$ cat src/hdl/mstk_pkg.sv
// ----------------------------------------------------------------------------
// mstk_pkg
// Shared types and constants for the Kruskal spanning tree block.
// ----------------------------------------------------------------------------
package mstk_pkg;

    // Width and ceiling of the amount field (edge weight or tree cost)
    localparam int unsigned AMOUNT_W = 19;
    localparam logic [AMOUNT_W-1:0] AMOUNT_MAX = 19'h7FFFF;

    // Width of the vertex_count register
    localparam int unsigned VCOUNT_W = 5;
    localparam logic [VCOUNT_W-1:0] VCOUNT_RST = 5'd16;

    // Output field widths
    localparam int unsigned VTX_OUT_W = 4;

    // Result kinds
    localparam logic KIND_EDGE = 1'b0;
    localparam logic KIND_COST = 1'b1;

    // Main sequencer
    typedef enum logic [2:0] {
        S_LOAD,
        S_SCAN,
        S_DRAIN,
        S_PICK,
        S_FIND,
        S_EMIT_EDGE,
        S_MERGE,
        S_EMIT_COST
    } t_state;

    // Commands to the label unit
    typedef enum logic [1:0] {
        LAB_NOP,
        LAB_FIND,
        LAB_MERGE,
        LAB_CLEAR
    } t_lab_cmd;

    // Label unit sequencer
    typedef enum logic [2:0] {
        L_IDLE,
        L_RDB,
        L_CMP,
        L_SWEEP,
        L_TAIL
    } t_lab_state;

endpackage

$ cat src/hdl/mstk_in_if.sv
// ----------------------------------------------------------------------------
// mstk_in_if
// Request channel carrying one matrix entry.
// ----------------------------------------------------------------------------
interface mstk_in_if #(
    parameter int unsigned WEIGHT_BITS = 16
);
    logic                          valid;
    logic                          ready;
    logic signed [WEIGHT_BITS-1:0] weight;

    modport source (output valid, output weight, input ready);
    modport sink   (input valid, input weight, output ready);
endinterface

$ cat src/hdl/mstk_out_if.sv
// ----------------------------------------------------------------------------
// mstk_out_if
// Result channel: tree edges followed by the total cost.
// ----------------------------------------------------------------------------
interface mstk_out_if;
    import mstk_pkg::*;
    logic                  valid;
    logic                  ready;
    logic                  kind;
    logic [VTX_OUT_W-1:0]  vertex_a;
    logic [VTX_OUT_W-1:0]  vertex_b;
    logic [AMOUNT_W-1:0]   amount;
    logic                  last;

    modport source (output valid, output kind, output vertex_a, output vertex_b,
                    output amount, output last, input ready);
    modport sink   (input valid, input kind, input vertex_a, input vertex_b,
                    input amount, input last, output ready);
endinterface

$ cat src/hdl/mstk_select.sv
// ----------------------------------------------------------------------------
// mstk_select
// Shared key comparator: tracks the smallest edge key above the last pick.
// ----------------------------------------------------------------------------
module mstk_select
    import mstk_pkg::*;
#(
    parameter int unsigned KEY_W = 24
) (
    input  logic             i_clk,
    input  logic             i_rst_n,
    input  logic             i_start,
    input  logic             i_commit,
    input  logic             i_cand_vld,
    input  logic [KEY_W-1:0] i_cand_key,
    output logic             o_best_vld,
    output logic [KEY_W-1:0] o_best_key
);

    logic [KEY_W-1:0] r_best_key;
    logic [KEY_W-1:0] r_prev_key;
    logic             r_best_vld;
    logic             r_have_prev;
    logic             above;
    logic             below;

    assign above = !r_have_prev || (i_cand_key > r_prev_key);
    assign below = !r_best_vld || (i_cand_key < r_best_key);

    always_ff @(posedge i_clk) begin
        if (!i_rst_n) begin
            r_best_vld  <= 1'b0;
            r_have_prev <= 1'b0;
        end else if (i_start) begin
            r_best_vld  <= 1'b0;
            r_have_prev <= 1'b0;
        end else if (i_commit) begin
            r_best_vld  <= 1'b0;
            r_have_prev <= 1'b1;
        end else if (i_cand_vld && above && below) begin
            r_best_vld  <= 1'b1;
        end
    end

    always_ff @(posedge i_clk) begin
        if (i_commit) begin
            r_prev_key <= r_best_key;
        end
        if (!i_start && !i_commit && i_cand_vld && above && below) begin
            r_best_key <= i_cand_key;
        end
    end

    assign o_best_vld = r_best_vld;
    assign o_best_key = r_best_key;

endmodule

$ cat src/hdl/mstk_label.sv
// ----------------------------------------------------------------------------
// mstk_label
// Set label memory: looks up two vertex labels, relabels one set on a merge.
// ----------------------------------------------------------------------------
module mstk_label
    import mstk_pkg::*;
#(
    parameter int unsigned MAX_VERTICES = 16,
    parameter int unsigned VW = 4
) (
    input  logic          i_clk,
    input  logic          i_rst_n,
    input  t_lab_cmd      i_cmd,
    input  logic [VW-1:0] i_va,
    input  logic [VW-1:0] i_vb,
    input  logic [VW-1:0] i_nm1,
    output logic          o_done,
    output logic          o_same
);

    logic [VW-1:0] r_mem [MAX_VERTICES];
    logic [MAX_VERTICES-1:0] r_vld;

    t_lab_state r_state;
    t_lab_state n_state;

    logic [VW-1:0] r_rd;
    logic [VW-1:0] r_rd_idx;
    logic          r_rd_ok;
    logic [VW-1:0] r_vb;
    logic [VW-1:0] r_la;
    logic [VW-1:0] r_lb;
    logic [VW-1:0] r_v;
    logic          r_pv;
    logic [VW-1:0] rd_addr;
    logic [VW-1:0] label;
    logic          wr_en;

    // unwritten entry is its own label
    assign label = r_rd_ok ? r_rd : r_rd_idx;
    assign wr_en = r_pv && (label == r_la);

    always_comb begin
        n_state = r_state;
        unique case (r_state)
            L_IDLE: begin
                priority if (i_cmd == LAB_FIND) n_state = L_RDB;
                else if (i_cmd == LAB_MERGE)    n_state = L_SWEEP;
                else                            n_state = L_IDLE;
            end
            L_RDB:   n_state = L_CMP;
            L_CMP:   n_state = L_IDLE;
            L_SWEEP: begin
                if (r_v == i_nm1) n_state = L_TAIL;
            end
            L_TAIL:  n_state = L_IDLE;
            default: n_state = L_IDLE;
        endcase
    end

    always_comb begin
        rd_addr = i_va;
        o_done  = 1'b0;
        unique case (r_state)
            L_IDLE:  rd_addr = i_va;
            L_RDB:   rd_addr = r_vb;
            L_CMP:   o_done  = 1'b1;
            L_SWEEP: rd_addr = r_v;
            L_TAIL:  o_done  = 1'b1;
            default: rd_addr = i_va;
        endcase
    end

    assign o_same = (r_la == label);

    always_ff @(posedge i_clk) begin
        if (!i_rst_n) begin
            r_state <= L_IDLE;
            r_vld   <= '0;
            r_pv    <= 1'b0;
        end else begin
            r_state <= n_state;
            r_pv    <= (r_state == L_SWEEP);
            if (i_cmd == LAB_CLEAR) begin
                r_vld <= '0;
            end else if (wr_en) begin
                r_vld[r_rd_idx] <= 1'b1;
            end
        end
    end

    always_ff @(posedge i_clk) begin
        r_rd     <= r_mem[rd_addr];
        r_rd_idx <= rd_addr;
        r_rd_ok  <= r_vld[rd_addr];
        if (wr_en) begin
            r_mem[r_rd_idx] <= r_lb;
        end
    end

    always_ff @(posedge i_clk) begin
        if (r_state == L_IDLE && i_cmd == LAB_FIND) begin
            r_vb <= i_vb;
        end
        if (r_state == L_RDB) begin
            r_la <= label;
        end
        if (r_state == L_CMP) begin
            r_lb <= label;
        end
        if (r_state == L_IDLE) begin
            r_v <= '0;
        end else if (r_state == L_SWEEP) begin
            r_v <= r_v + VW'(1);
        end
    end

endmodule

$ cat src/hdl/minimum_spanning_tree_kruskal.sv
// ----------------------------------------------------------------------------
// minimum_spanning_tree_kruskal
// Kruskal spanning tree over a streamed adjacency matrix, with set labels.
// ----------------------------------------------------------------------------
//  channel   dir  handshake          payload
//  i_in      in   valid/ready        weight (one matrix entry, row-major)
//  o_out     out  valid/ready        kind, vertex_a, vertex_b, amount, last
//  cfg       in   i_cfg_we           i_cfg_wdata = vertex_count
//
// Entries load one per cycle. Each edge taken in key order costs a comparator
// pass over the matrix and a label lookup; a tree edge adds its result and a
// relabel sweep. A last pass and the cost result close the run; i_in.ready is
// low throughout the solve. Reset is synchronous; no clearing pass is needed.
// A stalled o_out holds the sequencer at the emit states; internal work does
// not advance meanwhile.
// ----------------------------------------------------------------------------
module minimum_spanning_tree_kruskal
    import mstk_pkg::*;
#(
    parameter int unsigned MAX_VERTICES = 16,
    parameter int unsigned WEIGHT_BITS  = 16
) (
    input  logic                i_clk,
    input  logic                i_rst_n,
    input  logic                i_cfg_we,
    input  logic [VCOUNT_W-1:0] i_cfg_wdata,
    mstk_in_if.sink             i_in,
    mstk_out_if.source          o_out
);

    localparam int unsigned VW    = (MAX_VERTICES > 1) ? $clog2(MAX_VERTICES) : 1;
    localparam int unsigned NW    = $clog2(MAX_VERTICES + 1);
    localparam int unsigned DEPTH = MAX_VERTICES * MAX_VERTICES;
    localparam int unsigned AW    = $clog2(DEPTH);
    localparam int unsigned CW    = AW + 1;
    localparam int unsigned KEY_W = WEIGHT_BITS + 2 * VW;
    localparam int unsigned XW    = (VW > VTX_OUT_W) ? VW : VTX_OUT_W;
    localparam int unsigned EW    = (WEIGHT_BITS > AMOUNT_W) ? WEIGHT_BITS : AMOUNT_W;

    // ------------------------------------------------------------------
    // state
    // ------------------------------------------------------------------
    t_state r_state;
    t_state n_state;

    logic [VCOUNT_W-1:0]    r_vcount;
    logic [CW-1:0]          r_load_cnt;
    logic [WEIGHT_BITS-1:0] r_wmem [DEPTH];
    logic [WEIGHT_BITS-1:0] r_rdata;
    logic [AW-1:0]          r_raddr;
    logic [VW-1:0]          r_row;
    logic [VW-1:0]          r_col;
    logic                   r_pv;
    logic [VW-1:0]          r_prow;
    logic [VW-1:0]          r_pcol;
    logic [AMOUNT_W-1:0]    r_cost;

    // output register
    logic                   r_ovalid;
    logic                   r_okind;
    logic [VTX_OUT_W-1:0]   r_oa;
    logic [VTX_OUT_W-1:0]   r_ob;
    logic [AMOUNT_W-1:0]    r_oamt;
    logic                   r_olast;

    // ------------------------------------------------------------------
    // effective vertex count: zero acts as one, clamp to the array size
    // ------------------------------------------------------------------
    logic [NW-1:0] n;
    logic [VW-1:0] nm1;
    logic [CW-1:0] nsq;

    always_comb begin
        priority if (r_vcount == '0)                      n = NW'(1);
        else if (32'(r_vcount) > 32'(MAX_VERTICES))       n = NW'(MAX_VERTICES);
        else                                              n = NW'(r_vcount);
    end
    assign nm1 = VW'(n - NW'(1));
    assign nsq = CW'(n) * CW'(n);

    // ------------------------------------------------------------------
    // candidate edges from the RAM read port
    // ------------------------------------------------------------------
    logic             cand_vld;
    logic [KEY_W-1:0] cand_key;
    logic             best_vld;
    logic [KEY_W-1:0] best_key;
    logic [WEIGHT_BITS-1:0] best_w;
    logic [VW-1:0]    best_a;
    logic [VW-1:0]    best_b;

    // only strictly-upper entries with a positive weight are edges
    assign cand_vld = r_pv && (r_pcol > r_prow) && (r_rdata != '0)
                      && !r_rdata[WEIGHT_BITS-1];
    assign cand_key = {r_rdata, r_prow, r_pcol};

    assign best_w = best_key[KEY_W-1 -: WEIGHT_BITS];
    assign best_a = best_key[2*VW-1 -: VW];
    assign best_b = best_key[VW-1:0];

    // ------------------------------------------------------------------
    // sequencer controls
    // ------------------------------------------------------------------
    logic     out_free;
    logic     in_acc;
    logic     load_done;
    logic     scan_end;
    logic     sel_start;
    logic     sel_commit;
    logic     load_edge;
    logic     load_cost;
    t_lab_cmd lab_cmd;
    logic     lab_done;
    logic     lab_same;

    assign out_free  = !r_ovalid || o_out.ready;
    assign in_acc    = i_in.valid && i_in.ready;
    assign load_done = in_acc && ((r_load_cnt + CW'(1)) == nsq);
    assign scan_end  = (r_row == nm1) && (r_col == nm1);

    always_comb begin
        n_state = r_state;
        unique case (r_state)
            S_LOAD:      if (load_done) n_state = S_SCAN;
            S_SCAN:      if (scan_end) n_state = S_DRAIN;
            S_DRAIN:     n_state = S_PICK;
            S_PICK:      n_state = best_vld ? S_FIND : S_EMIT_COST;
            S_FIND: begin
                if (lab_done) n_state = lab_same ? S_SCAN : S_EMIT_EDGE;
            end
            S_EMIT_EDGE: if (out_free) n_state = S_MERGE;
            S_MERGE:     if (lab_done) n_state = S_SCAN;
            S_EMIT_COST: if (out_free) n_state = S_LOAD;
            default:     n_state = S_LOAD;
        endcase
    end

    always_comb begin
        i_in.ready = 1'b0;
        sel_start  = 1'b0;
        sel_commit = 1'b0;
        load_edge  = 1'b0;
        load_cost  = 1'b0;
        lab_cmd    = LAB_NOP;
        unique case (r_state)
            S_LOAD: begin
                i_in.ready = 1'b1;
                sel_start  = load_done;
            end
            S_SCAN, S_DRAIN: ;
            S_PICK:  if (best_vld) lab_cmd = LAB_FIND;
            S_FIND:  sel_commit = lab_done && lab_same;
            S_EMIT_EDGE: begin
                if (out_free) begin
                    load_edge = 1'b1;
                    lab_cmd   = LAB_MERGE;
                end
            end
            S_MERGE: sel_commit = lab_done;
            S_EMIT_COST: begin
                if (out_free) begin
                    load_cost = 1'b1;
                    lab_cmd   = LAB_CLEAR;
                end
            end
            default: ;
        endcase
    end

    // ------------------------------------------------------------------
    // saturating cost accumulate
    // ------------------------------------------------------------------
    logic [EW-1:0]       w_ext;
    logic [EW-1:0]       headroom;
    logic [AMOUNT_W-1:0] cost_next;
    logic [XW-1:0]       a_ext;
    logic [XW-1:0]       b_ext;

    assign w_ext     = EW'(best_w);
    assign headroom  = EW'(AMOUNT_MAX - r_cost);
    assign cost_next = (w_ext >= headroom) ? AMOUNT_MAX : (r_cost + w_ext[AMOUNT_W-1:0]);
    assign a_ext     = XW'(best_a);
    assign b_ext     = XW'(best_b);

    // ------------------------------------------------------------------
    // registers
    // ------------------------------------------------------------------
    always_ff @(posedge i_clk) begin
        if (!i_rst_n) begin
            r_state    <= S_LOAD;
            r_vcount   <= VCOUNT_RST;
            r_load_cnt <= '0;
            r_cost     <= '0;
            r_ovalid   <= 1'b0;
            r_pv       <= 1'b0;
        end else begin
            r_state <= n_state;
            r_pv    <= (r_state == S_SCAN);
            if (i_cfg_we) begin
                r_vcount   <= i_cfg_wdata;
                r_load_cnt <= '0;
            end else if (load_done) begin
                r_load_cnt <= '0;
            end else if (in_acc) begin
                r_load_cnt <= r_load_cnt + CW'(1);
            end
            if (load_cost) begin
                r_cost <= '0;
            end else if (load_edge) begin
                r_cost <= cost_next;
            end
            if (load_edge || load_cost) begin
                r_ovalid <= 1'b1;
            end else if (o_out.ready) begin
                r_ovalid <= 1'b0;
            end
        end
    end

    // weight RAM: write on load, read while scanning
    always_ff @(posedge i_clk) begin
        if (in_acc) begin
            r_wmem[r_load_cnt[AW-1:0]] <= i_in.weight;
        end
        if (r_state == S_SCAN) begin
            r_rdata <= r_wmem[r_raddr];
        end
    end

    // scan counters
    always_ff @(posedge i_clk) begin
        if (r_state != S_SCAN) begin
            r_row   <= '0;
            r_col   <= '0;
            r_raddr <= '0;
        end else begin
            r_raddr <= r_raddr + AW'(1);
            if (r_col == nm1) begin
                r_col <= '0;
                r_row <= r_row + VW'(1);
            end else begin
                r_col <= r_col + VW'(1);
            end
        end
        r_prow <= r_row;
        r_pcol <= r_col;
    end

    // output payload
    always_ff @(posedge i_clk) begin
        if (load_edge) begin
            r_okind <= KIND_EDGE;
            r_oa    <= a_ext[VTX_OUT_W-1:0];
            r_ob    <= b_ext[VTX_OUT_W-1:0];
            r_oamt  <= w_ext[AMOUNT_W-1:0];
            r_olast <= 1'b0;
        end else if (load_cost) begin
            r_okind <= KIND_COST;
            r_oa    <= '0;
            r_ob    <= '0;
            r_oamt  <= r_cost;
            r_olast <= 1'b1;
        end
    end

    assign o_out.valid    = r_ovalid;
    assign o_out.kind     = r_okind;
    assign o_out.vertex_a = r_oa;
    assign o_out.vertex_b = r_ob;
    assign o_out.amount   = r_oamt;
    assign o_out.last     = r_olast;

    // ------------------------------------------------------------------
    // shared units
    // ------------------------------------------------------------------
    mstk_select #(
        .KEY_W (KEY_W)
    ) u_select (
        .i_clk      (i_clk),
        .i_rst_n    (i_rst_n),
        .i_start    (sel_start),
        .i_commit   (sel_commit),
        .i_cand_vld (cand_vld),
        .i_cand_key (cand_key),
        .o_best_vld (best_vld),
        .o_best_key (best_key)
    );

    mstk_label #(
        .MAX_VERTICES (MAX_VERTICES),
        .VW           (VW)
    ) u_label (
        .i_clk   (i_clk),
        .i_rst_n (i_rst_n),
        .i_cmd   (lab_cmd),
        .i_va    (best_a),
        .i_vb    (best_b),
        .i_nm1   (nm1),
        .o_done  (lab_done),
        .o_same  (lab_same)
    );

    // ------------------------------------------------------------------
    // assertions
    // ------------------------------------------------------------------
    a_cost_returns_to_load: assert property (@(posedge i_clk) disable iff (!i_rst_n)
        (r_state == S_EMIT_COST && out_free && !i_cfg_we)
            |=> (r_state == S_LOAD && r_load_cnt == '0 && r_cost == '0))
        else $error("run did not return to load after cost result");

    a_pick_is_edge: assert property (@(posedge i_clk) disable iff (!i_rst_n)
        (r_state == S_PICK && best_vld)
            |-> (best_a < best_b && !best_w[WEIGHT_BITS-1] && best_w != '0))
        else $error("picked key is not an upper positive edge");

    a_scan_no_load: assert property (@(posedge i_clk) disable iff (!i_rst_n)
        (r_state == S_SCAN && !$past(i_cfg_we)) |-> (r_load_cnt == '0))
        else $error("load count left nonzero during solve");

endmodule
$ cat src/flat_wrapper.sv
// flat-port wrapper written by rule: the top's interface ports become plain ports
module minimum_spanning_tree_kruskal_flat import mstk_pkg::*;
#(
    parameter int unsigned MAX_VERTICES = 16,
    parameter int unsigned WEIGHT_BITS  = 16
)
  (i_clk, i_rst_n, i_cfg_we, i_cfg_wdata, i_in_valid, i_in_weight, i_in_ready, o_out_valid, o_out_kind, o_out_vertex_a, o_out_vertex_b, o_out_amount, o_out_last, o_out_ready);
  mstk_in_if #(.WEIGHT_BITS(WEIGHT_BITS)) i_in_i ();
  mstk_out_if o_out_i ();
  input  logic i_clk;
  input  logic i_rst_n;
  input  logic i_cfg_we;
  input  logic [VCOUNT_W-1:0] i_cfg_wdata;
  input wire logic [$bits(i_in_i.valid)-1:0] i_in_valid;
  input wire logic [$bits(i_in_i.weight)-1:0] i_in_weight;
  output wire logic [$bits(i_in_i.ready)-1:0] i_in_ready;
  output wire logic [$bits(o_out_i.valid)-1:0] o_out_valid;
  output wire logic [$bits(o_out_i.kind)-1:0] o_out_kind;
  output wire logic [$bits(o_out_i.vertex_a)-1:0] o_out_vertex_a;
  output wire logic [$bits(o_out_i.vertex_b)-1:0] o_out_vertex_b;
  output wire logic [$bits(o_out_i.amount)-1:0] o_out_amount;
  output wire logic [$bits(o_out_i.last)-1:0] o_out_last;
  input wire logic [$bits(o_out_i.ready)-1:0] o_out_ready;
  assign i_in_i.valid = i_in_valid;
  assign i_in_i.weight = i_in_weight;
  assign i_in_ready = i_in_i.ready;
  assign o_out_valid = o_out_i.valid;
  assign o_out_kind = o_out_i.kind;
  assign o_out_vertex_a = o_out_i.vertex_a;
  assign o_out_vertex_b = o_out_i.vertex_b;
  assign o_out_amount = o_out_i.amount;
  assign o_out_last = o_out_i.last;
  assign o_out_i.ready = o_out_ready;
  minimum_spanning_tree_kruskal #(.MAX_VERTICES(MAX_VERTICES), .WEIGHT_BITS(WEIGHT_BITS)) u_core (.i_clk(i_clk), .i_rst_n(i_rst_n), .i_cfg_we(i_cfg_we), .i_cfg_wdata(i_cfg_wdata), .i_in(i_in_i), .o_out(o_out_i));
endmodule
$ cat config.mk
export PLATFORM = sky130hd
export DESIGN_NAME = minimum_spanning_tree_kruskal_flat
export DESIGN_NICKNAME = d
export VERILOG_FILES = /design/src/hdl/mstk_pkg.sv /design/src/hdl/mstk_in_if.sv /design/src/hdl/mstk_out_if.sv /design/src/hdl/mstk_select.sv /design/src/hdl/mstk_label.sv /design/src/hdl/minimum_spanning_tree_kruskal.sv /design/src/flat_wrapper.sv
export SDC_FILE = /design/constraint.sdc
export NUM_CORES = 2
export LEC_CHECK = 0
export BUFFER_PORTS_ARGS = -buffer_cell sky130_fd_sc_hd__buf_2
export CAP_MARGIN = 20
export CORE_ASPECT_RATIO = 0.75
export CORE_UTILIZATION = 45
export CTS_BUF_LIST = sky130_fd_sc_hd__clkbuf_8
export DETAILED_ROUTE_END_ITERATION = 7
export PLACE_DENSITY = 0.72
export SYNTH_ARGS = -nofsm -noshare
export SYNTH_HDL_FRONTEND = slang
export SYNTH_MEMORY_MAX_BITS = 65536
export SYNTH_SLANG_ARGS = --single-unit
export TNS_END_PERCENT = 100
$ cat constraint.sdc
create_clock -name i_clk -period 10.99 [get_ports i_clk]
set_input_delay 1.099 -clock i_clk [delete_from_list [all_inputs] [get_ports i_clk]]
set_output_delay 1.099 -clock i_clk [all_outputs]
set_load 0.005 [all_outputs]
== Word level (Yosys, flattened, before mapping) ==
Memories as Yosys holds them, arrays and structs flattened. A register that Yosys moved wholly into a read port is not among the register bits.
Index checks and enable logic that the tools add are counted.

* Reduce and logical (&&, ||, !) cells: 40
* Mux-type cells: 44
* Eq/ne operators: 28
* Bitwise gates (word level): 2
* $mul: 1
* Magnitude comparators: 8
* Add/sub/neg operators: 8

{| class="wikitable"
|+ Operators by type and width
! operator !! number
|-
| $mux W16 || 2
|-
| $gt A24 B24 Y1 || 1
|-
| $lt A24 B24 Y1 || 1
|-
| $mux W3 || 8
|-
| $pmux W3 S8 || 1
|-
| $eq A4 B4 Y1 || 5
|-
| $add A19 B16 Y19 || 1
|-
| $ge A16 B19 Y1 || 1
|-
| $mux W19 || 1
|-
| $sub A19 B19 Y19 const A || 1
|-
| $logic_and A1 B1 Y1 || 16
|-
| $mux W4 || 4
|-
| $or A16 B16 Y16 || 1
|-
| $reduce_bool A16 Y1 || 1
|-
| $eq A3 B3 Y1 const B || 5
|-
| $mux W1 || 15
|-
| $add A4 B1 Y4 const B || 3
|-
| $eq A3 B2 Y1 const B || 4
|-
| $ne A2 B1 Y1 const B || 6
|-
| $lt A4 B5 Y1 const B || 2
|-
| $mux W2 || 5
|-
| $mux W5 || 2
|-
| $reduce_or A2 Y1 || 5
|-
| $add A9 B1 Y9 const B || 1
|-
| 26 further kinds || 39
|}

* Input port bits: 26
* Register bits after elaboration: 181
* Output and inout bits: 31
* Logic and storage cells: 162
* Memories: 2
* Bits in writable memories: 4160

{| class="wikitable"
|+ Memory list
! name !! words !! width !! read ports !! clocked after Yosys merged registers in !! wr ports !! line !! source
|-
| u_core.r_wmem || 256 || 16 || 1 || 1 || 1 || minimum_spanning_tree_kruskal.sv:48 || <nowiki>logic [WEIGHT_BITS-1:0] r_wmem [DEPTH];</nowiki>
|-
| u_core.u_label.r_mem || 16 || 4 || 1 || 1 || 1 || mstk_label.sv:21 || <nowiki>logic [VW-1:0] r_mem [MAX_VERTICES];</nowiki>
|}

== Longest topological paths before layout ==
* Depth in word-level cells: 12
* Mapped depth: 15

== By module ==
Synthesis repeated with hierarchy kept, for this count alone.

* Cells, all modules: 8613
* Area total of the unflattened synthesis: 171635.9 um2

{| class="wikitable"
|+ Modules (own cells, without submodules)
! module !! sequential area each (um2) !! instances !! area an instance (um2) !! cells an instance
|-
| minimum_spanning_tree_kruskal || 125520.4 || 1 || 164290.1 || 8005
|-
| mstk_label || 2942.8 || 1 || 4603.2 || 385
|-
| mstk_select || 1481.4 || 1 || 2742.6 || 223
|}

== Least setup slack after synthesis ==
OpenSTA, ideal clock, no wires.

* Path kind: register to register
* Start: reg u_core.r_vcount[3]
* End: reg u_core.u_select.r_best_key[0] (netlist: u_core.u_select.o_best_key[0]), enable pin
* Path buffers: 0
* Arrival: 5.206 ns
* Setup slack: 5.342 ns
* Data required time: 10.548 ns
* Cell stages (with the launch flop): 15
* Setup time: 0.442 ns
* Cell sequence: dfxtp_1 nor2b_1 nand2_1 fa_1 inv_1 fa_1 ha_1 ha_1 xor2_1 and3_1 o211a_1 o2111ai_1 nor4_1 or4_1 a211oi_1

* Cells in the longest elaborated chain, start to end: 12
* Elaborated cells between the ends (all ways): 13
* Those cells by class: mul (1); order compare (1); eq/ne (1); mux (3); reduce/logical (7)

{| class="wikitable"
|+ Ends and longest elaborated chain
! item !! line !! source
|-
| start, declared || minimum_spanning_tree_kruskal.sv:46 || <nowiki>logic [VCOUNT_W-1:0] r_vcount;</nowiki>
|-
| start signal, assigned || minimum_spanning_tree_kruskal.sv:200 || <nowiki>r_vcount <= i_cfg_wdata;</nowiki>
|-
| $gt A5 B5 Y1 || minimum_spanning_tree_kruskal.sv:75 || <nowiki>else if (32'(r_vcount) > 32'(MAX_VERTICES)) n = NW'(MAX_VERTICES);</nowiki>
|-
| $mux W5 || minimum_spanning_tree_kruskal.sv:75 ||
|-
| $mux W5 (*) || minimum_spanning_tree_kruskal.sv:74 || <nowiki>priority if (r_vcount == '0) n = NW'(1);</nowiki>
|-
| $mul A5 B5 Y9 (*) || minimum_spanning_tree_kruskal.sv:79 || <nowiki>assign nsq = CW'(n) * CW'(n);</nowiki>
|-
| $eq A9 B9 Y1 (*) || minimum_spanning_tree_kruskal.sv:118 || <nowiki>assign load_done = in_acc && ((r_load_cnt + CW'(1)) == nsq);</nowiki>
|-
| $logic_and A1 B1 Y1 (*) || minimum_spanning_tree_kruskal.sv:118 ||
|-
| $mux W1 (*) || minimum_spanning_tree_kruskal.sv:145 || <nowiki>unique case (r_state)</nowiki>
|-
| $logic_not A1 Y1 (*) || mstk_select.sv:49 || <nowiki>if (!i_start && !i_commit && i_cand_vld && above && below) begin</nowiki>
|-
| $logic_and A1 B1 Y1 (*) (4 in series) || mstk_select.sv:49 ||
|-
| end signal, assigned || mstk_select.sv:50 || <nowiki>r_best_key <= i_cand_key;</nowiki>
|-
| end, declared || mstk_select.sv:20 || <nowiki>logic [KEY_W-1:0] r_best_key;</nowiki>
|}

Every way passes the cells marked *; elsewhere a longest branch is shown, timed or not.
A chain may end at the register's enable or synchronous reset.

==> summary.txt <==
Hold Buf Count CTS - 0
commonest cells after routing, fill and taps aside - edfxtp_1 (4260), mux4_2 (879), clkbuf_8 (642), buf_4 (389), nor2_1 (362)
pre-CTS worst setup slack - 5.344 ns
Internal - 23950 µW
Switch Pwr - 6425 µW
first-pass iteration count of the detailed router - 6
sequential area share after synthesis - 76.31%
Num Clock Sinks - 4361
Final Slew Violations - 0
fill count - 29210
area grow syn2layout - 10.90%
first-pass GRT wire length - 646600 µm
post-synth top area cell - edfxtp_1
final setup fails - 0
Tightest Pin Transition - 1.284 ns
Reg power frac - 60.1%
Comb power frac - 1.5%
clk_lat worst skew - 1.12 ns
Hold Fails Final Rpt - 0
number of max-cap violations - 0
Worst Hold Class - input port to flop
outcome - complete, no violations
Clock transition at path regs - 0.07 ns
Setup Skew - 0.05913 ns
via/cell ratio - 6.309
P_leak - 0.05797 µW
RSZ-0062 raised after global routing - false
Resized Gates After CTS - 0
post-route ant nets - 0
pwr/cell area - 160.8 mW/mm²
clock share of power - 38.4%
final worst path period need - 5.874 ns
Starting DRT DRC Count - 14098
Longest Clk Path Bufs - 4
Synth Flop Type - edfxtp_1
GR Overflow Total - 0
Final WS setup - 5.116 ns
Starting Density - 45.23%
R2R Path Start - u_core.r_raddr[0]
post-layout power - 30370 µW
DR WL/cell - 32.15 µm
Syn Inst Count - 8283
crit end category - flop
initial antenna violation count - 33
most common cell after layout, fill and taps aside - edfxtp_1
# port buffers - 56
final hold slack - 0.2796 ns
Die Width - 712.3 µm
Die Footprint - 0.3809 mm²
site row count - 195
gpl congestion - 0.9232
CTS Buf Count - 607
relative slew slack - 13.28%
synth unique cells - 86
Ports - 57
peak supply drop - 0.1430 mV
warnings from Yosys - 0
sum of negative setup slack - 0 ns
CP Class - flop to flop
Synth top area share - 75.12%
Max Fclk - 0.1703 GHz
Synth area leaders - edfxtp_1 (75%), mux4_2 (12%), mux2i_1 (2.1%), dfxtp_1 (1.2%), a22oi_1 (1.1%)
synthesized area - 0.1703 mm²
Root Buffer - clkbuf_8
hold path start - i_cfg_wdata[1]
vias in the first global route - 87822
DRC - 0
largest net degree at the start of global routing - 130
setup repair bufs after CTS - 0
Arr. time, crit path - 6.65 ns
CTS H-Tree Depth - 6
layout cells sized above 1 - 23.79%
Worst EP required - 11.77 ns
CTS tree - done
CP Launch Point - u_core.r_raddr[0]
crit path launch type - flop
Post-synth ARST share - 0%
DIE HEIGHT - 534.7 µm
period utilization - 53.45%
Syn Area/Cell - 20.56 µm²
GRT Overall Usage - 23.64%
synthesized flop and latch total - 4361
routed vias - 90812
NumNets Final - 9026
switch share - 21.15%
Core ar. - 0.3765 mm²
EDFF count, synth - 4260
detailed placer's ending HPWL - 272700 µm
crit-path max FO - 71
final wirelength - 462800 µm
[synth_stat cells, types with 40 or more instances]
cell,instances
a221oi_1,118
clkbuf_1,181
nor3_1,40
dfxtp_1,101
mux4_2,879
buf_2,136
buf_6,72
nor2_1,410
a22oi_1,253
inv_1,99
ha_1,91
mux2i_1,360
nand3_1,62
o21ai_0,129
nand2_1,163
edfxtp_1,4260
a21oi_1,205
[flip-flops by register name, indices dropped and copies added (netlist names), 8 cells and up]
register / count
u_core.r_wmem: 4096
u_core.u_label.r_mem: 64
u_core.u_select.o_best_key: 24
u_core.u_select.r_prev_key: 24
u_core.o_out.amount: 19
u_core.r_cost: 19
u_core.r_rdata: 16
u_core.u_label.r_vld: 16
u_core.r_load_cnt: 9
u_core.r_raddr: 8
[through the flow]
stage                     utilization [%]  cells  cell area, µm²
final                               50.16  14394          188800
after global routing                50.14  14364          188800
after CTS                           50.01  14332          188300
after detailed placement            47.15  13289          177500
after global placement              47.09  13271          177300
after floorplan                         -   8284          170300
[area by class of cell]
cell class,instances,area (µm²),share of cell area [%]
Clock buffer,634,8726,4.621
Clock inverter,409,2043,1.082
Multi-Input combinational cell,3339,37150,19.67
Timing Repair Buffer,496,4213,2.231
Tap cell,5023,6285,3.328
Sequential cell,4361,130000,68.82
Inverter,100,380.4,0.2014
Antenna cell,32,80.08,0.04241
[worst paths after layout]
check	endpoint	slack, ns	cells past startpoint
worst max-delay path	u_core.r_rdata[2]	5.12	8
worst min-delay path	u_core.r_vcount[1]	0.28	3
worst max register to register	u_core.r_rdata[2]	5.12	8
worst min register to register	u_core.r_pcol[3]	0.40	0
[power groups by stage]
stage	Clock, µW	Sequential [µW]	Combinational (µW)
2_1_floorplan	0	18600	114
3_3_place_gp	0	18600	418
3_5_place_dp	0	18600	447
4_1_cts	11800	18200	446
5_1_grt	12400	18200	477
6_report	11700	18200	459
[worst max-delay path, stage by stage, from the launching register on]
cell	delay [ns]
dfxtp_4	1.00
buf_12	0.44
buf_4	0.81
mux4_2	0.60
a22o_1	0.24
a221oi_1	0.31
o22ai_1	0.28
o41ai_1	1.17
a221oi_1	0.28
[logic make-up after synthesis]
| family | Yosys count | synth area share, % |
|---|---|---|
| xor gates and xnor gates | 61 | 0.3299 |
| muxes | 1278 | 14.00 |
| DFF | 4361 | 76.31 |
| and+or+nand+nor | 858 | 2.279 |
| other | 2 | 0.004410 |
| AOI/OAI and AO/OA | 1044 | 4.327 |
| buffers and inverters | 584 | 2.033 |
| adders and majority gates | 95 | 0.7157 |
[metal layers]
metal / share of wire, % / routed length [µm] / vias up / global-route usage [%]
met4: 3.5 / 16170 / 30 / 7.892
li1: - / - / 35767 / -
met1: 38 / 175300 / 46947 / 33.25
met3: 16 / 72290 / 995 / 9.629
met2: 43 / 198100 / 7073 / 33.47
met5: 0.21 / 961 / - / 0.5709
(Power assumes the default switching activity.)
